===== src/hw/rtl/lroa_pkg.sv =====
package lroa_pkg;

  // Default geometry
  localparam int DEF_MAX_REGIONS = 64;
  localparam int DEF_COORD_BITS  = 16;

  // Fixed field widths
  localparam int REQ_W  = 2;
  localparam int ID_W   = 7;
  localparam int KIND_W = 2;
  localparam int OVL_W  = 17;

  // Request codes
  localparam logic [REQ_W-1:0] REQ_CLEAR  = 2'd0;
  localparam logic [REQ_W-1:0] REQ_APPEND = 2'd1;
  localparam logic [REQ_W-1:0] REQ_QUERY  = 2'd2;

  // Match kinds
  localparam logic [KIND_W-1:0] KIND_NONE   = 2'd0;
  localparam logic [KIND_W-1:0] KIND_LINE   = 2'd1;
  localparam logic [KIND_W-1:0] KIND_REGION = 2'd2;

  // Overlap threshold: Q1.16, 1.0 and reset value
  localparam logic [OVL_W-1:0] OVL_ONE   = 17'd65536;
  localparam logic [OVL_W-1:0] OVL_RESET = 17'd32768;

  // Controller -> datapath commands
  typedef struct packed {
    logic accept;      // latch request, clear result
    logic clear;       // empty the region table
    logic append;      // write region, bump count
    logic drop;        // flag dropped append
    logic bound;       // form quad bounds
    logic larea;       // form line area
    logic init;        // load best fraction with threshold
    logic scan_start;  // rewind scan index
    logic issue;       // read next region into the pipe
    logic pass2;       // region-area pass
  } lroa_cmd_t;

  // Datapath -> controller status
  typedef struct packed {
    logic full;
    logic la_zero;
    logic count_zero;
    logic issue_last;
    logic pipe_busy;
    logic found;
  } lroa_sts_t;

endpackage


===== src/hw/rtl/lroa_ctrl.sv =====
module lroa_ctrl (
  input  logic                           clk,
  input  logic                           rst_n,
  input  logic                           start,
  input  logic [lroa_pkg::REQ_W-1:0]     in_req_type,
  input  lroa_pkg::lroa_sts_t            sts,
  output lroa_pkg::lroa_cmd_t            cmd,
  output logic                           busy,
  output logic                           out_valid
);

  typedef enum logic [6:0] {
    S_IDLE  = 7'b0000001,
    S_BOUND = 7'b0000010,
    S_AREA  = 7'b0000100,
    S_CHECK = 7'b0001000,
    S_SCAN  = 7'b0010000,
    S_DRAIN = 7'b0100000,
    S_DONE  = 7'b1000000
  } state_t;

  state_t state_r, state_nxt;
  logic   pass2_r, pass2_nxt;
  logic   phase_r, phase_nxt;

  // Next state and commands
  always_comb begin
    state_nxt = state_r;
    pass2_nxt = pass2_r;
    phase_nxt = phase_r;
    cmd       = '0;
    cmd.pass2 = pass2_r;
    case (state_r)
      S_IDLE: begin
        if (start) begin
          cmd.accept = 1'b1;
          case (in_req_type)
            lroa_pkg::REQ_CLEAR: begin
              cmd.clear = 1'b1;
              state_nxt = S_DONE;
            end
            lroa_pkg::REQ_APPEND: begin
              if (sts.full) begin
                cmd.drop = 1'b1;
              end else begin
                cmd.append = 1'b1;
              end
              state_nxt = S_DONE;
            end
            lroa_pkg::REQ_QUERY: begin
              state_nxt = S_BOUND;
            end
            default: begin
              state_nxt = S_DONE;
            end
          endcase
        end
      end
      S_BOUND: begin
        cmd.bound = 1'b1;
        state_nxt = S_AREA;
      end
      S_AREA: begin
        cmd.larea = 1'b1;
        state_nxt = S_CHECK;
      end
      S_CHECK: begin
        // empty quad or empty table: no region
        if (sts.la_zero || sts.count_zero) begin
          state_nxt = S_DONE;
        end else begin
          cmd.init       = 1'b1;
          cmd.scan_start = 1'b1;
          pass2_nxt      = 1'b0;
          phase_nxt      = 1'b0;
          state_nxt      = S_SCAN;
        end
      end
      S_SCAN: begin
        // regions are issued with an idle phase between them so the running best is settled
        if (!phase_r) begin
          cmd.issue = 1'b1;
          if (sts.issue_last) begin
            state_nxt = S_DRAIN;
          end else begin
            phase_nxt = 1'b1;
          end
        end else begin
          phase_nxt = 1'b0;
        end
      end
      S_DRAIN: begin
        if (!sts.pipe_busy) begin
          if (!pass2_r && !sts.found) begin
            // fall back to region-area fractions
            pass2_nxt      = 1'b1;
            cmd.init       = 1'b1;
            cmd.scan_start = 1'b1;
            phase_nxt      = 1'b0;
            state_nxt      = S_SCAN;
          end else begin
            state_nxt = S_DONE;
          end
        end
      end
      S_DONE: begin
        state_nxt = S_IDLE;
      end
      default: begin
        state_nxt = S_IDLE;
      end
    endcase
  end

  always_ff @(posedge clk) begin
    if (!rst_n) begin
      state_r <= S_IDLE;
      pass2_r <= 1'b0;
      phase_r <= 1'b0;
    end else begin
      state_r <= state_nxt;
      pass2_r <= pass2_nxt;
      phase_r <= phase_nxt;
    end
  end

  assign busy      = (state_r != S_IDLE);
  assign out_valid = (state_r == S_DONE);

endmodule


===== config.mk =====
export PLATFORM = sky130hd
export DESIGN_NAME = lroa_ctrl
export DESIGN_NICKNAME = d
export VERILOG_FILES = /design/src/hw/rtl/lroa_pkg.sv /design/src/hw/rtl/lroa_ctrl.sv
export SDC_FILE = /design/constraint.sdc
export NUM_CORES = 1
export LEC_CHECK = 0
export BUFFER_PORTS_ARGS = -buffer_cell sky130_fd_sc_hd__buf_2
export CAP_MARGIN = 20
export CORE_UTILIZATION = 40
export CTS_BUF_LIST = sky130_fd_sc_hd__clkbuf_8
export DETAILED_ROUTE_END_ITERATION = 7
export PLACE_DENSITY = 0.68
export SYNTH_ARGS = -nofsm -noshare
export SYNTH_HDL_FRONTEND = slang
export SYNTH_SLANG_ARGS = --single-unit
export TNS_END_PERCENT = 50

===== constraint.sdc =====
create_clock -name clk -period 3.8 [get_ports clk]
set_input_delay 0.76 -clock clk [delete_from_list [all_inputs] [get_ports clk]]
set_output_delay 0.76 -clock clk [all_outputs]
set_load 0.01 [all_outputs]

==> metrics <==
outcome=finished clean; mean post-synth cell area=8.303 um2; Tcrit/Tclk final=between 60% and 70%; hold depth=2; P_int=approximately 200 uW; Nets=about 110; number of flops mapped to enable cells by yosys=0; most frequent cells in the layout=22 x buf_2, 9 x dfxtp_1, 8 x nor2_1; CTS Hold Bufs=0; HP Class=flop to flop; synthesized area=639.4 um2; Worst Setup SP=sts[0]; R2R cell count=4; die footprint=roughly 1800 um2; crit path time final=roughly 2.5 ns; largest net degree at the start of global routing=11; initial antenna violation count=0; CTS tree=done; DIE WIDTH=41.98 um; Worst EP required=between 3 and 4 ns; syn_nets=just under 90; Vias/cell=~5.9; DPL Wire Length=~1200 um; post-CTS setup buffer count=0; WS Path Type=input port to output port; die height=between 40 and 50 um; clk buf depth=2; Syn Inst Count=77; delay of the slowest cell on the worst path=0.36 ns; Pleak=about 0.37 nW; RSZ-0062 raised after global routing=no; via count of the routed design=679; Synth Register Bits=9; Max IR drop VDD=around 0.0002 V; commonest non-fill, non-tap cell in the layout=buf_2; Slowest cell on crit path=or3_1; Rows=14; CP top delay family=simple AND/OR/NAND/NOR gates; Worst setup EP type=output port; first-pass GRT wire length=between 2000 and 3000 um; Post-synth ARST share=0%; area of the multi-input gates=around 420 um2; Setup TNS Final=0 ns; Worst Skew=roughly 0.0034 ns; Worst Path Buf+Inv=2; clk_lat worst skew=0.24 ns; Worst-path clk slew=roughly 0.05 ns; detailed-route wire length=around 1500 um; sequential power share=between 30% and 40%; data arrival time of the critical path=between 1.5 and 2 ns; Reg2Reg Setup Slack=about 2.3 ns; starting DRC count in detailed routing=17; Distinct cells, synth=38; Setup crit start kind=input port; worst-path maximum fanout=3; measured slew at the worst slew-check pin=0.4800 ns; reg2reg end=phase_r$_SDFFE_PN0P_; register area=~180 um2; most used cell along the critical path=buf_2; via count of the first global-routing pass=631; Port-buffer cells=22; DRC Markers=0; Detailed Routing Iterations Pass 1=4; FILL cells=150; dpl cell area=~750 um2; switching pwr=82.18 uW; register area share after synthesis=28.18%; htree depth=1; # setup viols final=0; RD Place Congestion=approximately 0.84; Main synth FF type=dfxtp_1; synth warn=0; # IOs=23; RR Startpoint=state_r[4]$_SDFFE_PN0P_; worst hold endpoint=pass2_r$_SDFFE_PN0P_; initial core utilization=42.44%; Area Overhead vs Synth=24.27%; cts bufs inserted=3; WL per Instance=13.08 um; pwr/cell area=355.7 nW/um2; crit-path cells=buf_2 > or3_1 > o32a_1 > nor3_2 > buf_2; cts repair resizes=0; switch share=29.08%; layout cell share with drive strength beyond 1=between 30% and 40%; Clk pwr share=between 30% and 40%; Post-DRT Antenna Nets=0; HP Start=pass2_r$_SDFFE_PN0P_; Finished Cell Area=approximately 790 um2; total gr overflow=0; Comb power frac=between 20% and 30%; clk root buf=clkbuf_8; Slew Viols, Final=0; number of diodes=0; clk sinks=9; Total Routing Usage GR=between 10% and 20%; Slew headroom=between 60% and 70%; max frequency=between 0.4 and 0.5 GHz; Core ar.=1506 um2; Max-cap violations=0; final hold violation count=0
[state kept, by name, summed over array words and instances, names as in the netlist]
signal,cells
phase_r,1
state_r,7
pass2_r,1
[Yosys cell counts (all sizes together), types with 2 or more instances]
library cell,n,area share (%)
nand3,4,3.1
nor2,9,5.7
nor3b,2,3.1
nor4b,2,3.7
nand2b,3,2.9
nor4,3,2.9
inv,5,2.9
nor2b,4,3.9
dfxtp,9,28
and3,2,2.0
a41o,2,3.1
nand2,2,1.2
buf,3,3.1
nand4,2,2.0
and4b,2,3.1
nor3,5,5.5
o21ai,2,1.6
[metal layers]
metal	GRT usage, %	wire (um)	vias up
li1	-	-	341
met1	23.85	684	300
met2	29.06	693	33
met3	4.310	115	5
met4	8.387	23	0
met5	0	0	-
[how the worst max path moves through the flow]
stage | endpoint | depth (start not counted)
2_1_floorplan | cmd[3] | 4
3_3_place_gp | cmd[2] | 5
3_5_place_dp | cmd[2] | 5
4_1_cts | cmd[2] | 5
5_1_grt | cmd[7] | 4
6_report | cmd[2] | 5
[power by group through the flow]
| stage | registers [mW] | logic, mW | clock network, mW |
|---|---|---|---|
| after floorplan | 0.106 | 0.0454 | 0 |
| after global placement | 0.108 | 0.0644 | 0 |
| after detailed placement | 0.107 | 0.0652 | 0 |
| after CTS | 0.106 | 0.0654 | 0.114 |
| after global routing | 0.107 | 0.0720 | 0.119 |
| final | 0.106 | 0.0649 | 0.112 |
[area by class of cell]
class                           instances  share of cell area, %
Tap cell                               16                  2.520
Multi-Input combinational cell         60                  52.91
Inverter                                5                  2.362
Clock buffer                            3                  5.197
Timing Repair Buffer                   22                  13.86
Clock inverter                          1                 0.4724
Sequential cell                         9                  22.68
[kinds of logic (layout without fill, tap and decap cells)]
| group | after synthesis | count (layout) | synth area share, % |
|---|---|---|---|
| xor+xnor | 1 | 1 | 1.370 |
| compound gates | 16 | 16 | 21.14 |
| buf+inv | 8 | 31 | 6.065 |
| flops | 9 | 9 | 28.18 |
| simple gates | 43 | 43 | 43.25 |
[worst register-to-register path, delay by kind of cell, from the launching register on]
kind	cells	cell delay, ns
flops	1	0.47
compound gates	2	0.44
simple gates	2	0.49
[per-stage QoR]
step	power [mW]	hold WS [ns]	utilization, %	instances	setup WS, ns
2_1_floorplan	0.1514	0.5260	-	77	1.348
6_report	0.2826	0.5828	52.74	116	1.303
3_3_place_gp	0.1719	0.5538	49.75	112	1.316
3_5_place_dp	0.1726	0.5796	49.75	112	1.298
4_1_cts	0.2852	0.5933	52.74	116	1.295
5_1_grt	0.2979	0.6152	52.74	116	1.205
No activity file was read; power rests on OpenSTA's default activity.
